$ cat src/rtl/scc_fifo.sv
// Small first-in first-out queue of packed items.
`default_nettype none
module scc_fifo #(
    parameter int WIDTH = 8,
    parameter int DEPTH = 4
) (
    input  wire logic             i_clk,
    input  wire logic             i_rst_n,
    input  wire logic             i_wr,
    input  wire logic [WIDTH-1:0] i_data,
    input  wire logic             i_rd,
    output logic      [WIDTH-1:0] o_data,
    output logic                  o_full,
    output logic                  o_empty
);
    localparam int AW = (DEPTH > 1) ? $clog2(DEPTH) : 1;

    logic [WIDTH-1:0] r_mem [DEPTH];
    logic [AW-1:0]    r_wp, r_rp;
    logic [AW:0]      r_cnt;
    logic             w_wr, w_rd;

    assign o_full  = (r_cnt == (AW+1)'(DEPTH));
    assign o_empty = (r_cnt == '0);
    assign w_wr    = i_wr && !o_full;
    assign w_rd    = i_rd && !o_empty;
    assign o_data  = r_mem[r_rp];

    always_ff @(posedge i_clk) begin
        if (w_wr) begin
            r_mem[r_wp] <= i_data;
        end
    end

    always_ff @(posedge i_clk) begin
        if (!i_rst_n) begin
            r_wp  <= '0;
            r_rp  <= '0;
            r_cnt <= '0;
        end else begin
            if (w_wr) begin
                r_wp <= (r_wp == AW'(DEPTH-1)) ? '0 : r_wp + 1'b1;
            end
            if (w_rd) begin
                r_rp <= (r_rp == AW'(DEPTH-1)) ? '0 : r_rp + 1'b1;
            end
            r_cnt <= r_cnt + (AW+1)'(w_wr) - (AW+1)'(w_rd);
        end
    end
endmodule
`default_nettype wire

$ cat config.mk
export PLATFORM = sky130hd
export DESIGN_NAME = scc_fifo
export DESIGN_NICKNAME = d
export VERILOG_FILES = /design/src/rtl/scc_fifo.sv
export SDC_FILE = /design/constraint.sdc
export NUM_CORES = 1
export LEC_CHECK = 0
export CORE_ASPECT_RATIO = 0.9
export CORE_MARGIN = 2
export CORE_UTILIZATION = 65
export DETAILED_ROUTE_END_ITERATION = 10
export DONT_BUFFER_PORTS = 1
export PLACE_DENSITY = 0.81
export SLEW_MARGIN = 5
export SYNTH_ARGS = -nofsm -noshare
export SYNTH_HDL_FRONTEND = slang
export SYNTH_SLANG_ARGS = --single-unit
$ cat constraint.sdc
create_clock -name i_clk -period 4.3 [get_ports i_clk]
set_clock_uncertainty 0.15 [all_clocks]
set_input_delay 0.43 -clock i_clk [delete_from_list [all_inputs] [get_ports i_clk]]
set_output_delay 0.43 -clock i_clk [all_outputs]
set_load 0.03 [all_outputs]
Word level (Yosys, flattened, before mapping)
Memories as Yosys holds them, arrays and structs flattened. A register that Yosys moved wholly into a read port is not among the register bits.
Cells that the tools add are included.
{"block": "classes", "reduce_logical": 5, "n_eq_ne": 3, "n_mux": 6, "addsub": 4}
{"cell": "$mux W2", "n": 4}
{"cell": "$add A2 B1 Y2 const B", "n": 2}
{"cell": "$eq A2 B2 Y1 const B", "n": 2}
{"cell": "$add A3 B1 Y3", "n": 1}
{"cell": "$eq A3 B3 Y1 const B", "n": 1}
{"cell": "$logic_not A3 Y1", "n": 1}
{"cell": "$sub A3 B1 Y3", "n": 1}
{"cell": "$logic_and A1 B1 Y1", "n": 2}
{"cell": "$logic_not A1 Y1", "n": 2}
{"cell": "$mux W1", "n": 2}
{"block": "word_totals", "in_bits": 12, "ramBits": 32, "out_inout_bits": 10, "ff_bits": 7, "elab_cells": 22, "n_memories": 1}
{"name": "r_mem", "depth": 4, "word_bits": 8, "read_ports": 1, "rd_clocked_by_memory_dff": 1, "wr": 1, "line_no": "18", "text": "logic [WIDTH-1:0] r_mem [DEPTH];"}

Depth between registers and ports, before layout
{"block": "logic_depth", "depth_word": 5, "depth_mapped": 11, "mapped_depth_nobuf": 10}

Least setup slack after synthesis
OpenSTA, ideal clock, no wires.
{"block": "synth_path", "path_kind": "flip-flop to flip-flop", "from": "reg r_cnt[2]", "to": "reg r_cnt[2]", "required_ns": 4.035, "setup_ns": 0.115, "path_stages_with_launch": 12, "setup_slack_ns": 1.910, "arrival_ns": 2.125, "n_path_buf": 1, "period_less_slack_ns": 2.390, "path_cell_list": "dfxtp_1 nor3b_4 nor2b_2 buf_6 inv_1 ha_1 inv_1 ha_1 fa_1 xnor2_1 xnor2_1 and2_1"}
{"block": "synth_via", "elab_chain_cells": 5, "word_cells_on_any_way": 8, "classes_between": "add/sub (2); eq/ne (1); reduce/logical (5)"}
{"item": "start: declaration", "line_no": "20", "text": "logic [AW:0] r_cnt;"}
{"item": "start signal: assignment", "line_no": "47", "text": "r_cnt <= r_cnt + (AW+1)'(w_wr) - (AW+1)'(w_rd);"}
{"item": "$eq A3 B3 Y1", "line_no": "23", "text": "assign o_full = (r_cnt == (AW+1)'(DEPTH));"}
{"item": "net o_full", "line_no": "13", "text": "output logic o_full,"}
{"item": "$logic_not A1 Y1", "line_no": "25", "text": "assign w_wr = i_wr && !o_full;"}
{"item": "$logic_and A1 B1 Y1", "line_no": "25"}
{"item": "$add A3 B1 Y3", "line_no": "47"}
{"item": "$sub A3 B1 Y3", "line_no": "47"}
The timed path passes the listed nets, and every way through them passes these cells.
A chain may end at the register's enable or synchronous reset.

Worst setup path after layout
Same ends and word-level chain as after synthesis.

==> impl_metrics.json <==
{
  "outcome": "finished clean",
  "cts_root_buf": "clkbuf_4",
  "max_slew_margin_pct": 39.67,
  "place_congestion": 0.6481,
  "start_util_pct": 67.83,
  "grt_max_degree": 14,
  "hp-class": "in -> reg",
  "pre_cts_ws_ns": 1.851,
  "rsz0062_at_grt": "false",
  "r2r_slack_ns": 1.83,
  "crit_chain": "nor3b_4 > nor2b_2 > inv_1 > ha_1 > inv_1 > ha_1 > fa_1 > xnor2_1 > xnor2_1 > and2_1",
  "drc": 0,
  "final_cells": 132,
  "synth_top_area_share_pct": 57.92,
  "synth_area_leaders": "edfxtp_1 (58%), dfxtp_1 (11%), mux4_2 (11%)",
  "setup_viol": 0,
  "grt_overflow": 0,
  "clock_path_buffers": 2,
  "layout.nets": 123,
  "port-buffer-count": 0,
  "final_util_pct": 74.53,
  "ctsResizeCount": 0,
  "wire_per_inst_um": 17.86,
  "drt-vias-per-instance": 5.841,
  "ant_nets": 0,
  "cts.sinks": 41,
  "dieArea_sq_um": 2973,
  "r2r_cells": 10,
  "fill_cells": 152,
  "slowest_stage": "nor3b_4",
  "met2_usage_pct": 30.46,
  "dr.pass1.iters": 4,
  "routed_wl_um": 2358,
  "clkTransAtPathRegs_ns": 0.11,
  "drv_slew": 0,
  "synth_top_cell_by_area": "edfxtp_1",
  "fin_area_sq_um": 1823,
  "cap_viol_max_count": 0,
  "hpwl_um": 1616,
  "tritoncts": "built",
  "std_cell_rows": 17,
  "grt_busiest_layer": "met2",
  "use_met3_pct": 7.214,
  "num_antenna_cells": 0,
  "synthCells": 95,
  "synth_seq_cells": 41,
  "antenna_found_initial": 0,
  "fin_crit_sh_pct": 57.37,
  "p_leak_nw": 0.6426,
  "die_h_um": 51.93,
  "die_w_um": 57.26,
  "final.setup.tns_ns": 0,
  "grt_usage_pct": 17.63,
  "num_vias": 771,
  "power_mw": 1.108,
  "layout-drive-gt1-share_pct": 21.15,
  "whs_ns": 0.03547,
  "cp_slowest_stage_delay_ns": 0.44,
  "tightestPinTransition_ns": 0.8981,
  "syn_to_final_growth_pct": 9.879,
  "vdd_drop_max_v": 0.0004845,
  "core_area_sq_um": 2446,
  "gr-usage-met1_pct": 19.02,
  "path_max_fanout": 7,
  "cp.required_ns": 4.39,
  "place_area_sq_um": 1670,
  "max_freq_mhz": 405.4,
  "hold_depth": 0,
  "final_cell_mix": "edfxtp_1 (32), dfxtp_1 (9), mux4_2 (8)",
  "critPathLaunchType": "register",
  "grt_pass1_vias": 748,
  "grt_first_pass_wirelength_um": 3546,
  "cts_max_level": 2,
  "io_pins": 22,
  "synth_cell_types": 21,
  "insertion_delay_ns": 0.33,
  "setup_slack_ns": 1.833,
  "syn_avg_cell_area_sq_um": 17.46,
  "worstPathArrival_ns": 2.56,
  "syn_area_sq_um": 1659,
  "ys_warn_count": 0,
  "yosysSeqAreaShare_pct": 68.78,
  "dr.first_iter.drc_count": 20,
  "p_per_area_nw_per_um2": 607.8,
  "post_cts_buffers": 0,
  "worstSetupPathType": "reg -> reg",
  "min_period_ns": 2.467,
  "synth_nets": 115,
  "placed_cells": 119,
  "cts_buffers": 5,
  "final_common_cell": "edfxtp_1",
  "cp-end-kind": "register",
  "finalHoldViolations": 0
}
registers in the layout, indices dropped and copies added, names as in the netlist, named ones only:
register,cells
r_rp,2
r_mem,32
r_cnt,3
r_wp,2
power by group:
group	total, mW	switching (mW)	internal [mW]	leakage [nW]
combinational	0.273	0.164	0.109	0.220
clock	0.296	0.116	0.180	0.0552
sequential	0.539	0.0524	0.486	0.367
path summary, 6_finish.rpt:
check,from,end
hold reg to reg,r_wp[1],r_wp[1]
setup / recovery,r_cnt[2],r_cnt[2]
setup reg to reg,r_cnt[2],r_cnt[2]
hold / removal,i_data[4],r_mem[2][4]
cells in the mapped netlist (all sizes together):
cell	number
mux4	8
o31ai	1
nor2	2
nand2	6
clkbuf	2
xnor2	2
nor3	1
mux2i	2
buf	2
inv	7
dfxtp	9
o21ai	2
ha	7
nor3b	1
edfxtp	32
and2	7
nand3	2
nor2b	1
fa	1
routing by layer:
| layer | vias to the layer above | wire length (um) |
|---|---|---|
| met4 | 0 | 42 |
| met3 | 6 | 126 |
| met5 | - | 0 |
| met1 | 381 | 909 |
| li1 | 365 | - |
| met2 | 19 | 1279 |
cell families after synthesis:
group,count (synthesis),synth area share (%)
buf+inv,11,3.017
compound gates,3,1.357
flops,41,68.78
fa+ha+maj,8,6.485
mux,10,12.07
simple gates,20,7.240
xor+xnor,2,1.056
area by class of cell:
class                      instances  area [sq um]  area share, %
sequential                        41          1141          62.59
multi-input combinational         43         467.9          25.67
clock inverter                     3         65.06          3.569
timing repair buffer               5         50.05          2.745
clock buffer                       5         37.54          2.059
tap                               28         35.03          1.922
inverter                           7         26.28          1.441
worst max-delay path: cells and delay by family, from the launching register on:
kind / cells / cell delay (ns)
XOR/XNOR: 2 / 0.27
adder cells (fa/ha/maj): 3 / 0.67
buffers and inverters: 2 / 0.13
flip-flops: 1 / 0.41
AND/OR/NAND/NOR: 3 / 0.75
timing repair:
item | in CTS | in global routing
setup endpoints to repair | 0 | 0
hold buffers | 0 | 5
hold endpoints to repair | 0 | 13
Power figures use the tool's default switching activity.
