==> src/rtl/scc_pkg.sv <==
// Shared types and helpers for the sphere and cylinder collision block.
`default_nettype none
package scc_pkg;

    localparam int MAG_W   = 19;
    localparam int RS_W    = 17;
    localparam int SQ_W    = 38;
    localparam int RT_W    = 36;
    localparam int Q_W     = 18;
    localparam int SQRT_N  = 17;
    localparam int DIV_N   = 18;
    localparam int SQRT_0  = 3;
    localparam int MUL_ST  = SQRT_0 + SQRT_N;
    localparam int NUM_ST  = MUL_ST + 1;
    localparam int DIV_0   = NUM_ST + 1;
    localparam int N_STG   = DIV_0 + DIV_N;
    localparam logic [33:0] DIFF_LIM = 34'd262144;

    typedef struct packed {
        logic [2:0][MAG_W-1:0] mag;
        logic [2:0]            sgn;
        logic [RS_W-1:0]       rs;
        logic                  neg;
        logic                  zfail;
    } t_ent;

    typedef struct packed {
        logic [2:0][MAG_W-1:0] mag;
        logic [2:0]            sgn;
        logic [RS_W-1:0]       rs;
        logic                  neg;
        logic                  zfail;
        logic [2:0][SQ_W-1:0]  sq;
        logic [SQ_W-1:0]       dsum;
        logic [33:0]           rs2;
        logic                  hit;
        logic                  zero;
        logic [RT_W-1:0]       n;
        logic [RT_W-1:0]       res;
        logic [2:0][36:0]      am;
        logic [SQ_W-1:0]       den;
        logic [2:0][SQ_W-1:0]  num;
        logic [2:0][Q_W-1:0]   q;
    } t_bk;

    typedef struct packed {
        logic [MAG_W-1:0] mag;
        logic             sgn;
    } t_cmag;

    function automatic t_cmag clamp_mag(input logic signed [33:0] d);
        t_cmag r;
        logic [33:0] a;
        a = d[33] ? 34'(-d) : 34'(d);
        r.sgn = d[33];
        r.mag = (a > DIFF_LIM) ? MAG_W'(DIFF_LIM) : a[MAG_W-1:0];
        return r;
    endfunction

endpackage
`default_nettype wire

==> src/rtl/scc_front.sv <==
// Front part: orders the pair, picks the case and forms clamped differences.
`default_nettype none
module scc_front #(
    parameter int COORD_WIDTH = 24
) (
    input  wire logic                   i_a_is_cylinder,
    input  wire logic                   i_b_is_cylinder,
    input  wire logic [COORD_WIDTH-1:0] i_a_pos_x,
    input  wire logic [COORD_WIDTH-1:0] i_a_pos_y,
    input  wire logic [COORD_WIDTH-1:0] i_a_pos_z,
    input  wire logic [COORD_WIDTH-1:0] i_b_pos_x,
    input  wire logic [COORD_WIDTH-1:0] i_b_pos_y,
    input  wire logic [COORD_WIDTH-1:0] i_b_pos_z,
    input  wire logic [15:0]            i_a_radius,
    input  wire logic [15:0]            i_a_height,
    input  wire logic [15:0]            i_b_radius,
    input  wire logic [15:0]            i_b_height,
    output scc_pkg::t_ent               o_ent
);
    localparam int XW = 34 - COORD_WIDTH;

    logic signed [33:0] ax, ay, az, bx, by, bz;
    logic signed [33:0] px, py, pz, qx, qy, qz, qh, top, dz;
    logic               swap, one_cyl, in_span;
    scc_pkg::t_cmag     cx, cy, cz;

    always_comb begin
        ax = {{XW{i_a_pos_x[COORD_WIDTH-1]}}, i_a_pos_x};
        ay = {{XW{i_a_pos_y[COORD_WIDTH-1]}}, i_a_pos_y};
        az = {{XW{i_a_pos_z[COORD_WIDTH-1]}}, i_a_pos_z};
        bx = {{XW{i_b_pos_x[COORD_WIDTH-1]}}, i_b_pos_x};
        by = {{XW{i_b_pos_y[COORD_WIDTH-1]}}, i_b_pos_y};
        bz = {{XW{i_b_pos_z[COORD_WIDTH-1]}}, i_b_pos_z};
        swap    = i_a_is_cylinder && !i_b_is_cylinder;
        one_cyl = i_a_is_cylinder ^ i_b_is_cylinder;
        px = swap ? bx : ax;
        py = swap ? by : ay;
        pz = swap ? bz : az;
        qx = swap ? ax : bx;
        qy = swap ? ay : by;
        qz = swap ? az : bz;
        qh = {18'b0, (swap ? i_a_height : i_b_height)};
        top     = qz + qh;
        in_span = (pz >= qz) && (pz <= top);
        if (!i_a_is_cylinder && !i_b_is_cylinder) begin
            dz = qz - pz;
        end else if (one_cyl && !in_span) begin
            dz = ((pz < qz) ? qz : top) - pz;
        end else begin
            dz = '0;
        end
        cx = scc_pkg::clamp_mag(qx - px);
        cy = scc_pkg::clamp_mag(qy - py);
        cz = scc_pkg::clamp_mag(dz);
        o_ent.mag   = {cz.mag, cy.mag, cx.mag};
        o_ent.sgn   = {cz.sgn, cy.sgn, cx.sgn};
        o_ent.rs    = {1'b0, i_a_radius} + {1'b0, i_b_radius};
        o_ent.neg   = swap;
        o_ent.zfail = i_a_is_cylinder && i_b_is_cylinder &&
                      !((az <= bz + $signed({18'b0, i_b_height})) &&
                        (bz <= az + $signed({18'b0, i_a_height})));
    end
endmodule
`default_nettype wire

==> config.mk <==
export PLATFORM = sky130hd
export DESIGN_NAME = scc_front
export DESIGN_NICKNAME = d
export VERILOG_FILES = /design/src/rtl/scc_pkg.sv /design/src/rtl/scc_front.sv
export SDC_FILE = /design/constraint.sdc
export NUM_CORES = 1
export LEC_CHECK = 0
export BUFFER_PORTS_ARGS = -buffer_cell sky130_fd_sc_hd__buf_2
export CAP_MARGIN = 25
export CORE_MARGIN = 2
export CORE_UTILIZATION = 25
export DETAILED_ROUTE_END_ITERATION = 8
export GPL_TIMING_DRIVEN = 1
export PLACE_DENSITY = 0.46
export SLEW_MARGIN = 20
export SYNTH_ARGS = -nofsm -noshare
export SYNTH_HDL_FRONTEND = slang
export SYNTH_SLANG_ARGS = --single-unit
==> constraint.sdc <==
create_clock -name vclk -period 12.45
set_input_delay 0.6225 -clock vclk [all_inputs]
set_output_delay 0.6225 -clock vclk [all_outputs]
set_load 0.01 [all_outputs]
# == After elaboration in Yosys (flattened, before gate mapping) ==
# Index checks and enable logic that the tools add are counted.
# classes
n_addsub,11
n_lt_le_gt_ge,8
muxes,16
bitwise_logic,1
n_reduce_logical,11
# ops
operator,n
34-bit two-way mux,12
34-bit subtractor,4
34-bit by 19-bit greater-than comparator with 1-bit output (second input constant),3
34-bit negator,3
19-bit two-way mux,3
24-bit by 17-bit adder with 25-bit output,2
24-bit by 25-bit <= comparator with 1-bit output,2
34-bit by 17-bit adder with 34-bit output,1
34-bit >= comparator,1
34-bit <= comparator,1
34-bit < comparator,1
16-bit by 16-bit adder with 17-bit output,1
16-bit two-way mux,1
1-bit logical AND,7
1-bit logical NOT,4
1-bit bitwise XOR,1
# word_totals
ff_bits,0
input_bits,210
out_inout_bits,79
elab_cells,47

# == Depth between registers and ports, before layout ==
# Gate-level depths: netlist (run 1).
# depth
depth_word,14
ltp_mapped,50
mapped_depth_nobuf,43

# == Least setup slack after synthesis (run 1) ==
# Ideal clock, no wire load.
# synth_timing
path_type,input -> output
start,input port i_b_is_cylinder
end,output port o_ent[61] in the netlist's numbering
t_arrival_ps,9504
required_ps,11827
path_slack_ps,2323
path_stages,47
n_path_buf,7
path_cell_list,inv_1 > ha_1 > buf_6 > buf_2 > buf_1 > buf_1 > nand2_1 > o21ai_0 > ha_1 > inv_1 > fa_1 > nor2b_1 > o21ai_0 > a21oi_1 > o21ai_0 > a21oi_1 > o21ai_0 > a21oi_1 > (+11 left out) > a21oi_1 > o21ai_2 > buf_4 > buf_6 > a32oi_1 > ha_1 > o211ai_1 > nand2b_1 > or3_4 > a31oi_4 > nand3_2 > or4_1 > a211oi_1 > o21ai_1 > a22oi_2 > nand4_2 > buf_4 > a211oi_2
# synth_rtl
item,line,text
from (decl),scc_front.sv:7,"input wire logic i_b_is_cylinder,"
to (decl),scc_front.sv:18,output scc_pkg::t_ent o_ent

==> results.json, run 1 <==
{
  "outcome": "finished clean",
  "die_area_um2": 74500,
  "startpoint": "i_b_is_cylinder",
  "io_pins": 289,
  "totalWireLength_um": 73600,
  "layout_commonest_cell": "buf_2",
  "layout_common_cells": "290 x buf_2, 232 x nand2_1, 193 x nor2_1",
  "ys_types": 114,
  "drt_iter0_drc": 1224,
  "grt_pass1_vias": 19200,
  "min_from": "i_b_radius[0]",
  "grt_max_degree": 56,
  "cts_hold_buf": 0,
  "wire_per_inst_um": 19.3,
  "drc": 0,
  "cap_violations": 0,
  "required_ns": 11.83,
  "p_leak_uw": 0.00872,
  "regArea_um2": 0,
  "antenna_left": 0,
  "min_period_over_period_pct": 89.1,
  "rows": 98,
  "io_buffers": 289,
  "grt_pass1_wl_um": 113000,
  "yosysSeqAreaShare_pct": 0,
  "area_growth_pct": 12.7,
  "fp.dieW_um": 273,
  "gr-usage-all-layers_pct": 18.9,
  "crit_path_end_kind": "output pin",
  "ctsResizeCount": 0,
  "cpMostUsedCell": "o21ai_0",
  "initial_core_util_pct": 25.3,
  "setup_violations": 0,
  "p_per_area_nw_per_um2": 78.3,
  "core_um2": 71600,
  "synth_cells": 2667,
  "tightest_slew_ns": 1.02,
  "drt_first_pass_iters": 6,
  "die_y_um": 273,
  "rsz0062_at_grt": "false",
  "antenna_found_initial": 12,
  "max_freq_ghz": 0.0901,
  "criticalPathCategory": "in -> out",
  "nFillCells": 8136,
  "hp-class": "in -> out",
  "synth_nets": 3073,
  "path_delay_family": "compound AO/OA/AOI/OAI gates",
  "synthesis.area_um2": 18100,
  "fin_nets": 3276,
  "via_count": 20300,
  "place_inst": 3818,
  "drv_slew": 0,
  "syn_area_per_cell_um2": 6.78,
  "slew_headroom_pct": 31.6,
  "design.seq.count": 0,
  "fin_setup_tns_ns": 0,
  "crit_fanout": 20,
  "gp_congestion": 0.896,
  "post_cts_buffers": 0,
  "worst_path_max_delay_cell": "or4_1",
  "instances_no_fill": 3821,
  "startpoint_type": "primary input",
  "drive_above_1_share_pct": 14.1,
  "gr-total-overflow": 0,
  "num-clock-buffers": 0,
  "dpl.hpwl_um": 62100,
  "worst_ir_drop_vdd_uv": 25.6,
  "final.min_clock_period_ns": 11.10,
  "worstPathArrival_ns": 10.48,
  "slowest_delay_ns": 0.56,
  "crit_buf_inv": 4,
  "vias_per_cell": 5.31,
  "hold_viol_final": 0,
  "yosysWarnings": 0
}
## report_power, final
group,switching [uW],internal (uW)
clock network,0,0.0000323
logic,994,603
registers,0,0
total,994,603
## stage by stage
step           setup WS (ns)  instance area, um2  total power (uW)  utilization [%]  hold WS [ns]
2_1_floorplan           2.32               18100              1130                -          1.39
3_3_place_gp            1.63               20400              1590             28.5          1.55
6_report                1.35               20400              1600             28.5          1.56
5_1_grt                0.473               20400              1770             28.5          1.58
3_5_place_dp            1.42               20400              1580             28.5          1.57
4_1_cts                 1.40               20400              1590             28.5          1.57
## layout make-up
type,count,area [um2],area share (%)
diodes,3,7.51,0.0368
inverters,189,709,3.48
multi-input cells,2373,16900,82.9
well taps,950,1190,5.83
repair buffers,306,1570,7.71
## synth_stat cells, drive strengths merged (14+ instances only)
cell / n / area (um2)
nand2: 236 / 898
nor2: 205 / 815
ha: 191 / 2390
inv: 188 / 706
xnor2: 166 / 1450
o21ai: 153 / 773
a21oi: 152 / 764
maj3: 107 / 1070
nand2b: 107 / 669
xor2: 82 / 726
nor2b: 74 / 463
nand3: 73 / 375
a21o: 59 / 443
clkbuf: 58 / 218
nor3: 57 / 290
o21a: 51 / 383
buf: 47 / 283
nand4: 41 / 263
and2: 38 / 238
a21boi: 35 / 263
o22ai: 33 / 213
a31oi: 31 / 209
o21bai: 30 / 225
and3: 27 / 174
o31ai: 26 / 195
mux2i: 24 / 240
a211oi: 23 / 183
mux2: 22 / 248
nor4: 22 / 144
o211ai: 22 / 165
or3: 22 / 143
or2: 19 / 121
o31a: 17 / 150
a22oi: 15 / 118
a32oi: 14 / 149
o2bb2ai: 14 / 129
## kinds of logic after synthesis
family / synth area share [%]
mux: 2.70
compound gates: 29.6
buf+inv: 6.69
fa+ha+maj: 19.7
xor+xnor: 12.2
simple gates: 29.2
## path summary, 6_finish.rpt
path	end	slack (ns)	depth (start not counted)
worst max-delay path	o_ent[61]	1.35	42
worst min-delay path	o_ent[2]	1.56	3
## per-layer routing
metal | routed length [um] | global-route usage (%) | part of all wire (%)
met2 | 36100 | 35.1 | 49
met4 | 1960 | 4.13 | 2.7
met5 | 12 | 0 | 0.016
met3 | 2620 | 0.571 | 3.6
met1 | 32900 | 24.2 | 45
No activity file was read; power rests on OpenSTA's default activity.
==> run 2, diff against run 1 <==
--- a/config.mk
+++ b/config.mk
@@ -5,6 +5,7 @@
 export SDC_FILE = /design/constraint.sdc
 export NUM_CORES = 1
 export LEC_CHECK = 0
+export ABC_AREA = 1
 export BUFFER_PORTS_ARGS = -buffer_cell sky130_fd_sc_hd__buf_2
 export CAP_MARGIN = 25
 export CORE_MARGIN = 2
==> results.json, run 2 <==
{
  "criticalPathCategory": "in -> out",
  "design.seq.count": 0,
  "slew_headroom_pct": 26.6,
  "sequentialPowerShare_pct": 0,
  "crit_fanout": 49,
  "die_y_um": 269,
  "final_core_util_pct": 28.4,
  "totalWireLength_um": 66100,
  "synth_cells": 3322,
  "p_clk_share_pct": 0,
  "netlist_top_cells_count": "937 x nand2_1, 510 x inv_1, 397 x nor2_1",
  "die_area_um2": 72200,
  "drive_above_1_share_pct": 12.7,
  "antenna_found_initial": 1,
  "grt_pass1_vias": 19700,
  "sw_frac_of_total_pct": 67.1,
  "hp-class": "in -> out",
  "drt_iter0_drc": 1059,
  "yosysWarnings": 0,
  "gr-usage-all-layers_pct": 17.4,
  "regArea_um2": 0,
  "required_ns": 11.83,
  "core_um2": 69700,
  "fin_nets": 3971,
  "fp.dieW_um": 269,
  "cts_hold_buf": 0,
  "outcome": "finished clean",
  "min_period_over_period_pct": 75.3,
  "gr-total-overflow": 0,
  "fin_setup_tns_ns": 0,
  "ys_types": 61,
  "pre_cts_slack_ns": 2.97,
  "via_count": 21100,
  "layout_setup_ws_ns": 3.08,
  "power_frac_comb_pct": 100.0,
  "cap_violations": 0,
  "cpMostUsedCell": "nand2_1",
  "post_cts_buffers": 0,
  "io_buffers": 289,
  "p_leak_uw": 0.0109,
  "rows": 97,
  "vias_per_cell": 4.69,
  "rsz0062_at_grt": "false",
  "layout_common_cells": "937 x nand2_1, 510 x inv_1, 397 x nor2_1",
  "grt_max_degree": 56,
  "p_int_uw": 540,
  "setup_violations": 0,
  "synth_top_cell_area_share_pct": 20.1,
  "wire_per_inst_um": 14.7,
  "worst_path_max_delay_cell": "inv_2",
  "dpl.hpwl_um": 59000,
  "tightest_slew_ns": 1.09,
  "drc": 0,
  "antenna_left": 0,
  "slowest_delay_ns": 0.39,
  "io_pins": 289,
  "area_growth_pct": 13.0,
  "worstPathArrival_ns": 8.75,
  "grt_pass1_wl_um": 102000,
  "place_inst": 4503,
  "gp_congestion": 0.938,
  "num-clock-buffers": 0,
  "syn_area_per_cell_um2": 5.27,
  "final.min_clock_period_ns": 9.37,
  "max_freq_ghz": 0.107,
  "startpoint_type": "primary input",
  "p_per_area_nw_per_um2": 82.9,
  "crit_path_end_kind": "output pin",
  "p_sw_uw": 1100,
  "ctsResizeCount": 0,
  "layout_commonest_cell": "nand2_1",
  "initial_core_util_pct": 25.1,
  "worst_ir_drop_vdd_uv": 27.0,
  "hold_viol_final": 0,
  "synth_nets": 3728,
  "instances_no_fill": 4504,
  "synth_top_cell_by_area": "nand2_1",
  "synthesis.area_um2": 17500,
  "yosysSeqAreaShare_pct": 0,
  "ys_top_cells_by_area": "nand2_1 20%, ha_1 14%, inv_1 11%",
  "drv_slew": 0,
  "yosysMostFrequentCell": "nand2_1",
  "drt_first_pass_iters": 5
}
run 2: cell count changes in the layout (fill, tap and decap cells not counted), sizes merged, moves of 44 or more:
cell / before / now
a21oi: 152 / 221
inv: 188 / 520
maj3: 107 / 0
nand2: 236 / 978
nand2b: 107 / 0
nand3: 73 / 244
nor2: 205 / 438
nor2b: 74 / 3
o21a: 51 / 7
o21ai: 153 / 201
xnor2: 166 / 61
run 2: per-stage QoR:
stage	hold WS, ns	instance area [um2]	power, uW
final	1.54	19800	1640
after floorplan	1.39	17500	1200
after global placement	1.54	19800	1650
after global routing	1.58	19800	1850
after detailed placement	1.54	19800	1640
after CTS	1.54	19800	1640
run 2: area by class of cell:
type / instances / area (um2)
fill: 8317 / 49900
inverter: 528 / 1980
multi-input combinational: 2738 / 15100
antenna: 1 / 2.50
timing repair buffer: 297 / 1510
tap: 940 / 1180
run 2: final timing paths:
check	slack, ns	end	startpoint	depth (start not counted)
max	3.08	o_ent[63]	i_b_is_cylinder	59
min	1.54	o_ent[2]	i_b_radius[0]	3
run 2: power groups by stage:
stage / Sequential, uW / Clock (uW) / Combinational, uW
floorplan: 0 / 0 / 1200
global placement: 0 / 0 / 1650
detailed placement: 0 / 0 / 1640
CTS: 0 / 0 / 1640
global route: 0 / 0.0000108 / 1850
finish: 0 / 0.0000108 / 1640
run 2: cell families after synthesis:
| group | synth area share (%) |
|---|---|
| buf+inv | 13.7 |
| simple gates | 45.2 |
| mux | 0.114 |
| compound gates | 17.4 |
| xor+xnor | 9.44 |
| fa+ha+maj | 14.2 |
run 2: metal layers:
layer  vias up  track usage [%]  routed length (um)
met5         -                0                   0
met3        65            0.694                2240
li1      11200                -                   -
met1      9451             23.0               30300
met4         0             4.23                1780
met2       409             31.1               31700
run 2: critical path, delay by kind of cell:
kind | cells | cell delay, ns
compound gates | 3 | 0.80
fa+ha+maj | 5 | 1.28
buf+inv | 11 | 1.43
simple gates | 40 | 4.52
==> run 3, diff against run 2 <==
==> constraint.sdc (replaced) <==
create_clock -name vclk -period 8.85
set_input_delay 0.4425 -clock vclk [all_inputs]
set_output_delay 0.4425 -clock vclk [all_outputs]
set_load 0.01 [all_outputs]
==> results.json, run 3 (synthesized netlist as in run 2, its figures left out) <==
{
  "initial_core_util_pct": 25.1,
  "totalWireLength_um": 66100,
  "final.min_clock_period_ns": 8.01,
  "whs_ns": 1.18,
  "io_buffers": 289,
  "p_sw_uw": 1550,
  "crit_fanout": 55,
  "criticalPathCategory": "in -> out",
  "gr-usage-all-layers_pct": 17.2,
  "regArea_um2": 0,
  "sw_frac_of_total_pct": 67.1,
  "crit_buf_inv": 7,
  "p_clk_share_pct": 0,
  "startpoint_type": "primary input",
  "drt_first_pass_iters": 5,
  "max_freq_ghz": 0.125,
  "instances_no_fill": 4507,
  "nFillCells": 8313,
  "grt_max_degree": 56,
  "antenna_left": 0,
  "drv_slew": 0,
  "min_from": "i_b_radius[0]",
  "via_count": 21000,
  "design.seq.count": 0,
  "hold-path-endpoint": "o_ent[2]",
  "drt_iter0_drc": 1140,
  "hp-class": "in -> out",
  "layout_commonest_cell": "nand2_1",
  "min_period_over_period_pct": 90.5,
  "power_uw": 2310,
  "path_delay_family": "simple AND/OR/NAND/NOR gates",
  "num-clock-buffers": 0,
  "worstPathArrival_ns": 7.57,
  "p_per_area_nw_per_um2": 117,
  "grt_pass1_vias": 19300,
  "die_y_um": 269,
  "required_ns": 8.41,
  "sequentialPowerShare_pct": 0,
  "worst_ir_drop_vdd_uv": 38.9,
  "p_leak_uw": 0.0109,
  "cpMostUsedCell": "nand2_1",
  "cap_violations": 0,
  "core_um2": 69700,
  "layout_setup_ws_ns": 0.837,
  "drive_above_1_share_pct": 12.8,
  "place_inst": 4505,
  "area_growth_pct": 13.2,
  "gp_congestion": 0.934,
  "grt_pass1_wl_um": 101000,
  "outcome": "finished clean",
  "slew_headroom_pct": 36.4,
  "setup_violations": 0,
  "gr-total-overflow": 0,
  "rows": 97,
  "fin_nets": 3973,
  "p_int_uw": 761,
  "slowest_delay_ns": 0.45,
  "crit_path_end_kind": "output pin",
  "hold_viol_final": 0,
  "die_area_um2": 72200,
  "layout_common_cells": "936 x nand2_1, 510 x inv_1, 397 x nor2_1",
  "pre_cts_slack_ns": 0.588,
  "multi_input_area_um2": 15100,
  "io_pins": 289,
  "vias_per_cell": 4.67,
  "power_frac_comb_pct": 100.0,
  "dpl.hpwl_um": 58900,
  "tightest_slew_ns": 0.951,
  "worst_path_max_delay_cell": "nand2_4",
  "hold_depth": 3,
  "wire_per_inst_um": 14.7,
  "rsz0062_at_grt": "false",
  "fin_setup_tns_ns": 0,
  "antenna_found_initial": 1,
  "drc": 0,
  "fp.dieW_um": 269
}
[run 3: tightest hold or removal path, cell delays in order]
cell	delay, ns
buf_2	0.08
ha_1	0.10
buf_2	0.12
[run 3: area by class of cell]
cell class	count	area share, %
tap	940	5.93
inverter	528	10.0
antenna	2	0.0252
multi-input combinational	2738	76.3
timing repair buffer	299	7.73
[run 3: stage by stage]
stage / util, % / cell area (um2)
detailed placement: 28.4 / 19800
finish: 28.5 / 19800
global placement: 28.4 / 19800
floorplan: - / 17500
CTS: 28.4 / 19800
global route: 28.5 / 19800
[run 3: power groups by stage]
stage,Sequential (uW),Combinational [uW],Clock (uW)
5_1_grt,0,2610,0.0000151
3_5_place_dp,0,2300,0
2_1_floorplan,0,1690,0
4_1_cts,0,2310,0
3_3_place_gp,0,2320,0
6_report,0,2310,0.0000303
[run 3: worst max-delay path by stage]
stage	from	to	slack [ns]	cells past startpoint
floorplan	i_b_is_cylinder	o_ent[68]	1.80	62
global placement	i_b_is_cylinder	o_ent[60]	0.68	58
detailed placement	i_b_is_cylinder	o_ent[60]	0.59	58
CTS	i_b_is_cylinder	o_ent[60]	0.58	58
global route	i_b_is_cylinder	o_ent[60]	0.05	58
finish	i_b_is_cylinder	o_ent[60]	0.84	49
[run 3: repair_timing]
item / in CTS / in global routing
hold buffers: 0 / 0
buffers inserted: 0 / 0
setup endpoints to repair: 0 / 18
hold endpoints to repair: 0 / 0
gates resized for setup: 0 / 6
[run 3: layer usage]
metal	routed length, um	GRT usage [%]	vias to the layer above
li1	-	-	11200
met1	30500	22.7	9403
met2	31900	31.2	381
met3	1980	0.475	53
met4	1620	3.72	0
met5	0	0	-
